File: src/rtl/kms_pkg.sv
// Shared constants, key map tables and lookup functions of the matrix scan encoder.
package kms_pkg;

	localparam int ROWS     = 16;
	localparam int COLUMNS  = 8;
	localparam int KEYS     = 61;
	localparam int LAYERS   = 2;
	localparam int MAP_ROWS = 8;

	localparam int ROW_W   = $clog2(ROWS);
	localparam int COL_W   = $clog2(COLUMNS);
	localparam int KEY_W   = $clog2(KEYS);
	localparam int LAYER_W = $clog2(LAYERS);
	localparam int CODE_W  = 8;

	localparam logic [ROW_W-1:0] FN_ROW = ROW_W'(6);
	localparam logic [COL_W-1:0] FN_COL = COL_W'(7);
	localparam logic [COL_W-1:0] LAST_COL = COL_W'(COLUMNS - 1);

	localparam logic [CODE_W-1:0] CODE_ESC    = 8'd41;
	localparam logic [CODE_W-1:0] CODE_TILDE  = 8'd53;
	localparam logic [CODE_W-1:0] CODE_LSHIFT = 8'd225;
	localparam logic [CODE_W-1:0] CODE_RSHIFT = 8'd229;

	// Matrix position to key number; rows past the map give key 0
	localparam logic [KEY_W-1:0] POS_TO_KEY [MAP_ROWS][COLUMNS] = '{
		'{23,  0, 20, 24, 15, 19, 16,  0},
		'{50, 52, 49, 51, 43, 46, 45, 41},
		'{36, 27, 48, 39, 30, 33, 44, 28},
		'{58, 60, 57, 59, 55, 47, 56, 42},
		'{22, 26, 21, 25, 14, 18, 17, 53},
		'{37, 40, 35, 38, 31, 34, 32, 29},
		'{ 8, 12,  7, 11,  0,  4,  3, 54},
		'{ 9, 13,  6, 10,  1,  5,  2,  0}
	};

	// Key number to HID usage code, one row per layer
	localparam logic [CODE_W-1:0] KEY_TO_CODE [LAYERS][KEYS] = '{
		'{41, 30, 31, 32, 33, 34, 35, 36, 37, 38, 39, 45, 46, 42,
		  43, 20, 26, 8, 21, 23, 28, 24, 12, 18, 19, 47, 48, 49,
		  57, 4, 22, 7, 9, 10, 11, 13, 14, 15, 51, 52, 40,
		  225, 29, 27, 6, 25, 5, 17, 16, 54, 55, 56, 229,
		  224, 0, 226, 44, 230, 231, 231, 228},
		'{53, 58, 59, 60, 61, 62, 63, 64, 65, 66, 67, 68, 69, 76,
		  43, 20, 26, 8, 21, 23, 28, 24, 73, 18, 19, 47, 48, 49,
		  57, 4, 22, 7, 9, 10, 80, 81, 82, 79, 51, 52, 40,
		  225, 29, 27, 6, 25, 5, 17, 16, 54, 55, 56, 229,
		  224, 0, 226, 44, 230, 231, 231, 228}
	};

	function automatic logic [KEY_W-1:0] pos_key(input logic [ROW_W-1:0] row,
		input logic [COL_W-1:0] col);
		logic [KEY_W-1:0] k;
		k = '0;
		if (32'(row) < MAP_ROWS)
			k = POS_TO_KEY[row[$clog2(MAP_ROWS)-1:0]][col];
		return k;
	endfunction

	function automatic logic [CODE_W-1:0] key_code(input logic [LAYER_W-1:0] layer,
		input logic [KEY_W-1:0] key);
		logic [CODE_W-1:0] c;
		c = '0;
		if (32'(key) < KEYS)
			c = KEY_TO_CODE[layer][key];
		return c;
	endfunction

endpackage

File: src/rtl/kms_scan_if.sv
// Input channel: one column scan word (driven column and row levels).
interface kms_scan_if;
	import kms_pkg::*;

	logic             valid;
	logic             ready;
	logic [COL_W-1:0] column;
	logic [ROWS-1:0]  row_levels;

	modport source(output valid, output column, output row_levels, input ready);
	modport sink(input valid, input column, input row_levels, output ready);
endinterface

File: src/rtl/kms_report_if.sv
// Output channel: one key event or commit word.
interface kms_report_if;
	import kms_pkg::*;

	logic              valid;
	logic              ready;
	logic              has_event;
	logic [CODE_W-1:0] scancode;
	logic              pressed;
	logic              commit;
	logic              last;

	modport source(output valid, output has_event, output scancode, output pressed,
		output commit, output last, input ready);
	modport sink(input valid, input has_event, input scancode, input pressed,
		input commit, input last, output ready);
endinterface

File: src/rtl/kms_keymap.sv
// Key map unit: registered position-to-key lookup followed by key-to-scancode lookup.
module kms_keymap (
	input  logic                        clk,
	input  logic                        load,
	input  logic [kms_pkg::ROW_W-1:0]   row,
	input  logic [kms_pkg::COL_W-1:0]   col,
	input  logic [kms_pkg::LAYER_W-1:0] layer,
	output logic [kms_pkg::CODE_W-1:0]  code
);
	import kms_pkg::*;

	logic [KEY_W-1:0] key_q;

	// key number of the position under test
	always_ff @(posedge clk) begin
		if (load)
			key_q <= pos_key(row, col);
	end

	// layer is sampled live so a function key change mid-column takes effect
	assign code = key_code(layer, key_q);
endmodule

File: src/rtl/key_matrix_scan_encoder_unit.sv
// Top level of the key matrix scan encoder: row sequencer, key state and report register.
//
// Usage: the scan channel takes one word per driven column: the column index and
// the row levels, a low level meaning the key is held. Each row whose held state
// differs from the stored state produces a press or release word on the report
// channel, in row order. Escape released emits tilde release then escape
// release; escape pressed with a shift held emits tilde press. On column 7 the
// final word carries commit if any key changed over the scan; when column 7
// itself has no change but the scan had, a single commit-only word is sent.
// The final word of every scan word carries last; a scan word with no effect
// sends nothing.
// Timing: one sequencer walks the unchanged rows one per cycle, up to the topmost
// changed row, loading the key number as it goes; each changed row adds a code
// lookup state and a report word, and an escape release one more report word.
// The scan channel is ready only while idle. A stalled receiver holds the report
// word and the sequencer waits on it.
// Reset clears all key states, the shift state and the scan change flag.
module key_matrix_scan_encoder_unit (
	input  logic          clk,
	input  logic          arst_n,
	kms_scan_if.sink      scan,
	kms_report_if.source  report
);
	import kms_pkg::*;

	typedef enum logic [1:0] {S_IDLE, S_FIND, S_LOOK, S_WAIT} state_t;

	state_t            state_q;
	logic [ROWS-1:0]   key_held_q [COLUMNS];
	logic [1:0]        shift_q;
	logic              scan_changed_q;
	logic [COL_W-1:0]  col_q;
	logic [ROWS-1:0]   held_q;
	logic [ROWS-1:0]   mask_q;
	logic [ROW_W-1:0]  row_q;
	logic              commit_q;
	logic              esc_pend_q;
	logic              esc_last_q;
	logic              final_q;
	logic              out_valid_q;
	logic              out_has_q;
	logic [CODE_W-1:0] out_code_q;
	logic              out_pressed_q;
	logic              out_commit_q;
	logic              out_last_q;

	logic [CODE_W-1:0]  map_code;
	logic [LAYER_W-1:0] layer;
	logic [ROWS-1:0]    in_mask;
	logic [ROWS-1:0]    mask_rest;
	logic               row_top;
	logic               row_held;
	logic [CODE_W-1:0]  press_code;
	logic               out_take;

	// shift state follows every emitted event
	function automatic logic [1:0] next_shift(input logic [1:0] s,
		input logic [CODE_W-1:0] c, input logic p);
		logic [1:0] n;
		n = s;
		if (c == CODE_LSHIFT)
			n[0] = p;
		else if (c == CODE_RSHIFT)
			n[1] = p;
		return n;
	endfunction

	// layer comes from the stored function key state
	assign layer = LAYER_W'(key_held_q[FN_COL][FN_ROW]);

	kms_keymap u_keymap (
		.clk   (clk),
		.load  (state_q == S_FIND),
		.row   (row_q),
		.col   (col_q),
		.layer (layer),
		.code  (map_code)
	);

	// change mask of the incoming word and topmost-change test for the current row
	assign in_mask    = ~scan.row_levels ^ key_held_q[scan.column];
	assign mask_rest  = mask_q >> row_q;
	assign row_top    = (mask_rest[ROWS-1:1] == '0);
	assign row_held   = held_q[row_q];
	assign press_code = (map_code == CODE_ESC && shift_q != 2'b00) ? CODE_TILDE : map_code;
	assign out_take   = out_valid_q && report.ready;

	assign scan.ready       = (state_q == S_IDLE);
	assign report.valid     = out_valid_q;
	assign report.has_event = out_has_q;
	assign report.scancode  = out_code_q;
	assign report.pressed   = out_pressed_q;
	assign report.commit    = out_commit_q;
	assign report.last      = out_last_q;

	// sequencer, key state and report register
	always_ff @(posedge clk or negedge arst_n) begin
		if (!arst_n) begin
			state_q        <= S_IDLE;
			for (int c = 0; c < COLUMNS; c++)
				key_held_q[c] <= '0;
			shift_q        <= 2'b00;
			scan_changed_q <= 1'b0;
			esc_pend_q     <= 1'b0;
			final_q        <= 1'b0;
			out_valid_q    <= 1'b0;
		end else begin
			case (state_q)
				S_IDLE: begin
					if (scan.valid) begin
						col_q    <= scan.column;
						held_q   <= ~scan.row_levels;
						mask_q   <= in_mask;
						row_q    <= '0;
						commit_q <= (scan.column == LAST_COL) &&
							(scan_changed_q || in_mask != '0);
						if (scan.column == LAST_COL)
							scan_changed_q <= 1'b0;
						else if (in_mask != '0)
							scan_changed_q <= 1'b1;
						if (in_mask != '0) begin
							state_q <= S_FIND;
						end else if (scan.column == LAST_COL && scan_changed_q) begin
							// commit-only word
							out_valid_q   <= 1'b1;
							out_has_q     <= 1'b0;
							out_code_q    <= '0;
							out_pressed_q <= 1'b0;
							out_commit_q  <= 1'b1;
							out_last_q    <= 1'b1;
							final_q       <= 1'b1;
							esc_pend_q    <= 1'b0;
							state_q       <= S_WAIT;
						end
					end
				end
				S_FIND: begin
					// key map loads the key number of the current row; a changed row goes on to the lookup
					if (mask_q[row_q])
						state_q <= S_LOOK;
					else
						row_q <= row_q + ROW_W'(1);
				end
				S_LOOK: begin
					key_held_q[col_q][row_q] <= row_held;
					out_valid_q <= 1'b1;
					out_has_q   <= 1'b1;
					state_q     <= S_WAIT;
					if (row_held) begin
						out_code_q    <= press_code;
						out_pressed_q <= 1'b1;
						out_last_q    <= row_top;
						out_commit_q  <= row_top && commit_q;
						final_q       <= row_top;
						esc_pend_q    <= 1'b0;
						shift_q       <= next_shift(shift_q, press_code, 1'b1);
					end else if (map_code == CODE_ESC) begin
						// tilde release goes first, escape release follows
						out_code_q    <= CODE_TILDE;
						out_pressed_q <= 1'b0;
						out_last_q    <= 1'b0;
						out_commit_q  <= 1'b0;
						final_q       <= 1'b0;
						esc_pend_q    <= 1'b1;
						esc_last_q    <= row_top;
					end else begin
						out_code_q    <= map_code;
						out_pressed_q <= 1'b0;
						out_last_q    <= row_top;
						out_commit_q  <= row_top && commit_q;
						final_q       <= row_top;
						esc_pend_q    <= 1'b0;
						shift_q       <= next_shift(shift_q, map_code, 1'b0);
					end
				end
				S_WAIT: begin
					if (out_take) begin
						if (esc_pend_q) begin
							out_code_q    <= CODE_ESC;
							out_pressed_q <= 1'b0;
							out_last_q    <= esc_last_q;
							out_commit_q  <= esc_last_q && commit_q;
							final_q       <= esc_last_q;
							esc_pend_q    <= 1'b0;
						end else if (final_q) begin
							out_valid_q <= 1'b0;
							state_q     <= S_IDLE;
						end else begin
							out_valid_q <= 1'b0;
							row_q       <= row_q + ROW_W'(1);
							state_q     <= S_FIND;
						end
					end
				end
				default: begin
					state_q <= S_IDLE;
				end
			endcase
		end
	end
endmodule

File: src/flat_wrapper.sv
// flat-port wrapper written by rule: the top's interface ports become plain ports
module key_matrix_scan_encoder_unit_flat import kms_pkg::*;
  (clk, arst_n, scan_valid, scan_column, scan_row_levels, scan_ready, report_valid, report_has_event, report_scancode, report_pressed, report_commit, report_last, report_ready);
  kms_scan_if scan_i ();
  kms_report_if report_i ();
  input  logic clk;
  input  logic arst_n;
  input wire logic [$bits(scan_i.valid)-1:0] scan_valid;
  input wire logic [$bits(scan_i.column)-1:0] scan_column;
  input wire logic [$bits(scan_i.row_levels)-1:0] scan_row_levels;
  output wire logic [$bits(scan_i.ready)-1:0] scan_ready;
  output wire logic [$bits(report_i.valid)-1:0] report_valid;
  output wire logic [$bits(report_i.has_event)-1:0] report_has_event;
  output wire logic [$bits(report_i.scancode)-1:0] report_scancode;
  output wire logic [$bits(report_i.pressed)-1:0] report_pressed;
  output wire logic [$bits(report_i.commit)-1:0] report_commit;
  output wire logic [$bits(report_i.last)-1:0] report_last;
  input wire logic [$bits(report_i.ready)-1:0] report_ready;
  assign scan_i.valid = scan_valid;
  assign scan_i.column = scan_column;
  assign scan_i.row_levels = scan_row_levels;
  assign scan_ready = scan_i.ready;
  assign report_valid = report_i.valid;
  assign report_has_event = report_i.has_event;
  assign report_scancode = report_i.scancode;
  assign report_pressed = report_i.pressed;
  assign report_commit = report_i.commit;
  assign report_last = report_i.last;
  assign report_i.ready = report_ready;
  key_matrix_scan_encoder_unit u_core (.clk(clk), .arst_n(arst_n), .scan(scan_i), .report(report_i));
endmodule
File: config.mk
export PLATFORM = sky130hd
export DESIGN_NAME = key_matrix_scan_encoder_unit_flat
export DESIGN_NICKNAME = d
export VERILOG_FILES = /design/src/rtl/kms_pkg.sv /design/src/rtl/kms_scan_if.sv /design/src/rtl/kms_report_if.sv /design/src/rtl/kms_keymap.sv /design/src/rtl/key_matrix_scan_encoder_unit.sv /design/src/flat_wrapper.sv
export SDC_FILE = /design/constraint.sdc
export NUM_CORES = 1
export LEC_CHECK = 0
export BUFFER_PORTS_ARGS = -buffer_cell sky130_fd_sc_hd__clkbuf_2
export CAP_MARGIN = 20
export CORE_MARGIN = 2
export CORE_UTILIZATION = 65
export CTS_BUF_LIST = sky130_fd_sc_hd__clkbuf_8
export DETAILED_ROUTE_END_ITERATION = 16
export PLACE_DENSITY_LB_ADDON = 0.1
export SLEW_MARGIN = 40
export SYNTH_ARGS = -nofsm -noshare
export SYNTH_HDL_FRONTEND = slang
export SYNTH_SLANG_ARGS = --single-unit
File: constraint.sdc
create_clock -name clk -period 4.55 [get_ports clk]
set_input_delay 0.2275 -clock clk [delete_from_list [all_inputs] [get_ports clk]]
set_output_delay 0.2275 -clock clk [all_outputs]
set_load 0.02 [all_outputs]
==> flow_summary.html <==
<table>
<tr><th>Metric</th><th>Value</th></tr>
<tr><th colspan="2">Outcome</th></tr>
<tr><td>Outcome</td><td>finished clean</td></tr>
<tr><th colspan="2">Final layout</th></tr>
<tr><td>Number of inserted diodes</td><td>0</td></tr>
<tr><td>Fraction of final layout cells with drive strength greater than 1</td><td>a little over an eighth</td></tr>
<tr><td>Syn-to-layout area delta</td><td>5.83%</td></tr>
<tr><td>Number of nets in the layout</td><td>between 1000 and 1500</td></tr>
<tr><th colspan="2">Floorplanning</th></tr>
<tr><td>Die X-Extent</td><td>approximately 140 um</td></tr>
<tr><td>Die H</td><td>around 140 um</td></tr>
<tr><td>Io pins</td><td>37</td></tr>
<tr><td>Initial core utilization</td><td>approximately 66%</td></tr>
<tr><td>Rows</td><td>between 40 and 50</td></tr>
<tr><td>Area of the placeable core</td><td>17200 um^2</td></tr>
<tr><td>Die Footprint</td><td>around 19000 um^2</td></tr>
<tr><th colspan="2">Route</th></tr>
<tr><td>Via total after detailed routing</td><td>8797</td></tr>
<tr><td>ANT nets after route</td><td>0</td></tr>
<tr><td>First-pass detailed-route iteration total</td><td>5</td></tr>
<tr><td>Vias per Instance</td><td>approximately 6.7</td></tr>
<tr><td>Final WL</td><td>between 20 and 30 mm</td></tr>
<tr><td>Routed wire per std cell</td><td>21.4 um</td></tr>
<tr><td>Count of routing violations after the opening detailed-route iteration</td><td>about 1200</td></tr>
<tr><td>Drt drc</td><td>0</td></tr>
<tr><th colspan="2">Placement</th></tr>
<tr><td>Total half-perimeter wirelength after legalization and detailed placement</td><td>around 19 mm</td></tr>
<tr><td>Count of port buffers added during placement</td><td>36</td></tr>
<tr><td>Worst slack at placement</td><td>approximately 870 ps</td></tr>
<tr><td>Last weighted congestion value of the routability-driven placer</td><td>around 0.91</td></tr>
<tr><th colspan="2">STA</th></tr>
<tr><td>Clock Skew</td><td>around 13 ps</td></tr>
<tr><td>Count of pins over their slew limit</td><td>0</td></tr>
<tr><td>Final TNS setup</td><td>0 ps</td></tr>
<tr><td>Slew headroom</td><td>45.2%</td></tr>
<tr><td>Tightest Pin Transition</td><td>between 800 and 900 ps</td></tr>
<tr><td>Final critical-path setup slack</td><td>roughly 790 ps</td></tr>
<tr><td>RSZ-0062 raised after global routing</td><td>false</td></tr>
<tr><td>Count of final setup violators</td><td>0</td></tr>
<tr><td>Post-layout minimum cycle time</td><td>roughly 3800 ps</td></tr>
<tr><td>Hold violation total from the final report</td><td>0</td></tr>
<tr><td>Final worst path period share</td><td>between 80% and 90%</td></tr>
<tr><td>Achievable Freq</td><td>about 0.27 GHz</td></tr>
<tr><th colspan="2">Setup path</th></tr>
<tr><td>Max Fanout on Critical Path</td><td>16</td></tr>
<tr><td>Capturing element type of the critical path</td><td>flip-flop</td></tr>
<tr><td>Worst r2r src</td><td>u_core.u_keymap.key_q[0]$_SDFFCE_PP0P_</td></tr>
<tr><td>Reg2reg path depth</td><td>10</td></tr>
<tr><td>Critical register-to-register path endpoint</td><td>u_core.report.scancode[3]$_SDFFCE_PP0P_</td></tr>
<tr><td>Worst R2R Setup Slack</td><td>slightly below 800 ps</td></tr>
<tr><td>Setup crit start kind</td><td>flip-flop</td></tr>
<tr><td>Arrival time at the worst endpoint</td><td>approximately 4000 ps</td></tr>
<tr><td>Crit Path Class</td><td>flip-flop to flip-flop</td></tr>
<tr><td>Required time reported for the critical path endpoint</td><td>about 4800 ps</td></tr>
<tr><th colspan="2">Power and ir drop</th></tr>
<tr><td>Relative contribution of combinational cells to total power</td><td>around 47%</td></tr>
<tr><td>Reported leakage power</td><td>between 4 and 5 nW</td></tr>
<tr><td>Total net switching power</td><td>~0.0031 W</td></tr>
<tr><td>Worst IR Drop VDD</td><td>between 0.0004 and 0.0005 V</td></tr>
<tr><td>Internal portion of total power</td><td>0.00402 W</td></tr>
<tr><td>Clock share of power</td><td>between 10 and 15%</td></tr>
<tr><td>Power density over cell area</td><td>about 600 nW/um^2</td></tr>
<tr><td>Switching Share</td><td>a little over two fifths</td></tr>
<tr><td>Seq pwr share</td><td>38.7%</td></tr>
<tr><th colspan="2">Min path</th></tr>
<tr><td>Worst min-delay path endpoint</td><td>u_core.held_q[15]$_DFFE_PP_</td></tr>
<tr><td>Path class of the lowest-slack min-delay path</td><td>input pin to flip-flop</td></tr>
<tr><td>HP Start</td><td>scan_row_levels[15]</td></tr>
<tr><td>Min-Delay Path Depth</td><td>2</td></tr>
<tr><th colspan="2">Clock network</th></tr>
<tr><td>Worst-case clock buffer depth</td><td>2</td></tr>
<tr><td>TritonCTS buffer count</td><td>17</td></tr>
<tr><td>Number of clock sinks seen by CTS</td><td>a little under 200</td></tr>
<tr><td>Clock transition time at the flip-flop clock pins of the worst setup and hold paths</td><td>approximately 100 ps</td></tr>
<tr><td>Root Buffer</td><td>sky130_fd_sc_hd__clkbuf_8</td></tr>
<tr><td>Clock tree from TritonCTS</td><td>built</td></tr>
<tr><td>CTS H-Tree Depth</td><td>4</td></tr>
<tr><td>Clock Latency Late Sink</td><td>480 ps</td></tr>
<tr><td>Number of buffers added for setup after CTS</td><td>0</td></tr>
<tr><th colspan="2">Yosys</th></tr>
<tr><td>Cell area after technology mapping</td><td>about 11000 um^2</td></tr>
<tr><td>Yosys warning total</td><td>0</td></tr>
<tr><td>Share of synthesized flip-flops with an asynchronous set or reset</td><td>around 70%</td></tr>
<tr><td>Ys flop type</td><td>sky130_fd_sc_hd__dfrtp_1</td></tr>
<tr><td>Number of flops mapped to enable cells by yosys</td><td>approximately 60</td></tr>
<tr><td>Share of synthesized area occupied by flip-flops and latches</td><td>a little under half</td></tr>
<tr><td>Distinct cells, synth</td><td>67</td></tr>
<tr><td>Synthesized area divided by synthesized cell count</td><td>10.3 um^2</td></tr>
<tr><td>Mapped Nets</td><td>roughly 1200</td></tr>
<tr><td>Yosys reg bits</td><td>between 150 and 200</td></tr>
<tr><td>Synthesized instance count</td><td>1099</td></tr>
<tr><th colspan="2">Global routing</th></tr>
<tr><td>GR Util All Layers</td><td>31.1%</td></tr>
<tr><td>Wire length of the first global-routing pass</td><td>approximately 44 mm</td></tr>
<tr><td>Total grt overflow</td><td>0</td></tr>
<tr><td>Antenna violations before repair</td><td>0</td></tr>
<tr><td>Pin count of the biggest net entering global routing</td><td>93</td></tr>
<tr><td>Number of global-route vias before repair</td><td>slightly above 8000</td></tr>
<tr><th colspan="2">Run</th></tr>
<tr><td>Max-cap viol count</td><td>0</td></tr>
</table>
sequential cells by signal (all words and copies together) (netlist names):
register                 cells
u_core.u_keymap.key_q        6
u_core.esc_last_q            1
u_core.report.pressed        1
u_core.report.valid          1
u_core.key_held_q          128
u_core.report.last           1
u_core.esc_pend_q            1
u_core.final_q               1
u_core.mask_q               16
u_core.scan_changed_q        1
u_core.shift_q               2
u_core.report.scancode       8
u_core.report.has_event      1
u_core.state_q               2
u_core.report.commit         1
u_core.row_q                 4
u_core.col_q                 3
u_core.commit_q              1
u_core.held_q               16
how the worst max path moves through the flow:
stage / start / endpoint / slack [ps] / cells past startpoint
after floorplan: scan_column[2] / u_core.report.commit$_SDFFCE_PP1P_ / 1170 / 11
after global placement: u_core.u_keymap.key_q[0]$_SDFFCE_PP0P_ / u_core.report.scancode[3]$_SDFFCE_PP0P_ / 1020 / 10
after detailed placement: u_core.u_keymap.key_q[0]$_SDFFCE_PP0P_ / u_core.report.scancode[3]$_SDFFCE_PP0P_ / 870 / 10
after CTS: u_core.u_keymap.key_q[0]$_SDFFCE_PP0P_ / u_core.report.scancode[3]$_SDFFCE_PP0P_ / 850 / 10
after global routing: u_core.u_keymap.key_q[0]$_SDFFCE_PP0P_ / u_core.report.scancode[3]$_SDFFCE_PP0P_ / 550 / 10
final: u_core.u_keymap.key_q[0]$_SDFFCE_PP0P_ / u_core.report.scancode[3]$_SDFFCE_PP0P_ / 790 / 10
what timing repair did:
item                                   4_1_cts  5_1_grt
hold buffers                                 1        0
endpoints found under the hold margin       61        0
resized for setup                            0        0
metal layers:
layer,vias to the layer above,GRT usage [%],wire length (um)
met1,4272,43.8,12200
li1,4083,-,-
met5,-,0,0
met4,0,12.7,941
met3,71,6.04,1850
met2,371,47.7,13100
power by group through the flow:
stage	combinational, W	clock (W)	sequential (W)
after floorplan	0.00248	0	0.00264
after global placement	0.00324	0	0.00278
after detailed placement	0.00328	0	0.00281
after CTS	0.00329	0.00106	0.00277
after global routing	0.00365	0.00114	0.00283
final	0.00334	0.00105	0.00278
synth_stat cells, drive strengths merged (2+ instances only):
library cell  instances  area [um^2]
a2111oi               4         35.0
a211oi               10         75.1
a21o                  2         15.0
a21oi                35          175
a221oi                2         17.5
a22oi                 4         30.0
a311oi                3         26.3
a31oi                 6         37.5
a32oi                 3         26.3
and2                  6         37.5
and3                  4         25.0
buf                   9         70.1
clkbuf               95          357
clkinv                2         7.51
dfrtp               136         3400
edfxtp               59         1770
ha                   32          400
inv                  39          146
mux2                 15          169
mux2i                34          340
mux4                 40          935
nand2                80          300
nand2b               21          131
nand3                29          145
nand3b                5         37.5
nor2                 45          169
nor2b                17          106
nor3                 15         75.1
nor4                  2         27.5
o2111ai               2         23.8
o211ai                4         30.0
o21a                  6         45.0
o21ai               152          761
o221ai                2         17.5
o22ai                 8         50.1
o311ai                6         52.6
o31ai               123          923
or3                   3         18.8
or4                   4         33.8
xnor2                17          149
xor2                  3         26.3
logic make-up after synthesis:
| group | synth area share, % |
|---|---|
| XOR/XNOR | 1.54 |
| flip-flops | 45.6 |
| AO/OA/AOI/OAI | 21.4 |
| AND/OR/NAND/NOR | 10.1 |
| buffers and inverters | 5.11 |
| multiplexers | 12.7 |
| adder cells (fa/ha/maj) | 3.53 |
cells in the final DEF, fill, tap and decap left out, types with 17 or more instances in the layout:
cell and n:
sky130_fd_sc_hd__o21ai_0 151, sky130_fd_sc_hd__dfrtp_1 136, sky130_fd_sc_hd__o31ai_1 123, sky130_fd_sc_hd__nand2_1 80, sky130_fd_sc_hd__edfxtp_1 59, sky130_fd_sc_hd__nor2_1 44, sky130_fd_sc_hd__inv_1 40, sky130_fd_sc_hd__a21oi_1 35
sky130_fd_sc_hd__clkbuf_2 35, sky130_fd_sc_hd__mux2i_1 34, sky130_fd_sc_hd__ha_1 32, sky130_fd_sc_hd__mux4_2 31, sky130_fd_sc_hd__nand3_1 29, sky130_fd_sc_hd__nand2b_1 21, sky130_fd_sc_hd__buf_4 21, sky130_fd_sc_hd__xnor2_1 17
sky130_fd_sc_hd__nor2b_1 17, sky130_fd_sc_hd__clkbuf_8 17
final cells by class:
class                      count  area [um^2]
multi-input combinational    759         5630
sequential                   195         5170
fill                        1338         5160
timing repair buffer          62          417
tap                          225          282
clock buffer                  17          234
inverter                      41          154
clock inverter                15          129
stage by stage:
| step | instances | util, % | power [W] | instance area [um^2] | hold WS [ps] |
|---|---|---|---|---|---|
| floorplan | 1099 | - | 0.00513 | 11400 | -68.1 |
| global placement | 1280 | 67.6 | 0.00602 | 11600 | 273 |
| detailed placement | 1280 | 67.7 | 0.00608 | 11600 | 275 |
| CTS | 1313 | 69.9 | 0.00712 | 12000 | 3.95 |
| global route | 1314 | 70.0 | 0.00761 | 12000 | 6.91 |
| finish | 1314 | 70.0 | 0.00717 | 12000 | 18.9 |
critical path, stage by stage, from the launching register on:
cell and delay, ps:
sky130_fd_sc_hd__edfxtp_1 690, sky130_fd_sc_hd__inv_1 330, sky130_fd_sc_hd__ha_1 300, sky130_fd_sc_hd__mux2_2 260, sky130_fd_sc_hd__mux4_2 460, sky130_fd_sc_hd__o22ai_1 180
sky130_fd_sc_hd__o22ai_1 120, sky130_fd_sc_hd__nor4b_1 460, sky130_fd_sc_hd__and4b_1 340, sky130_fd_sc_hd__o31ai_1 120, sky130_fd_sc_hd__a31o_2 280
(Power assumes the default switching activity.)
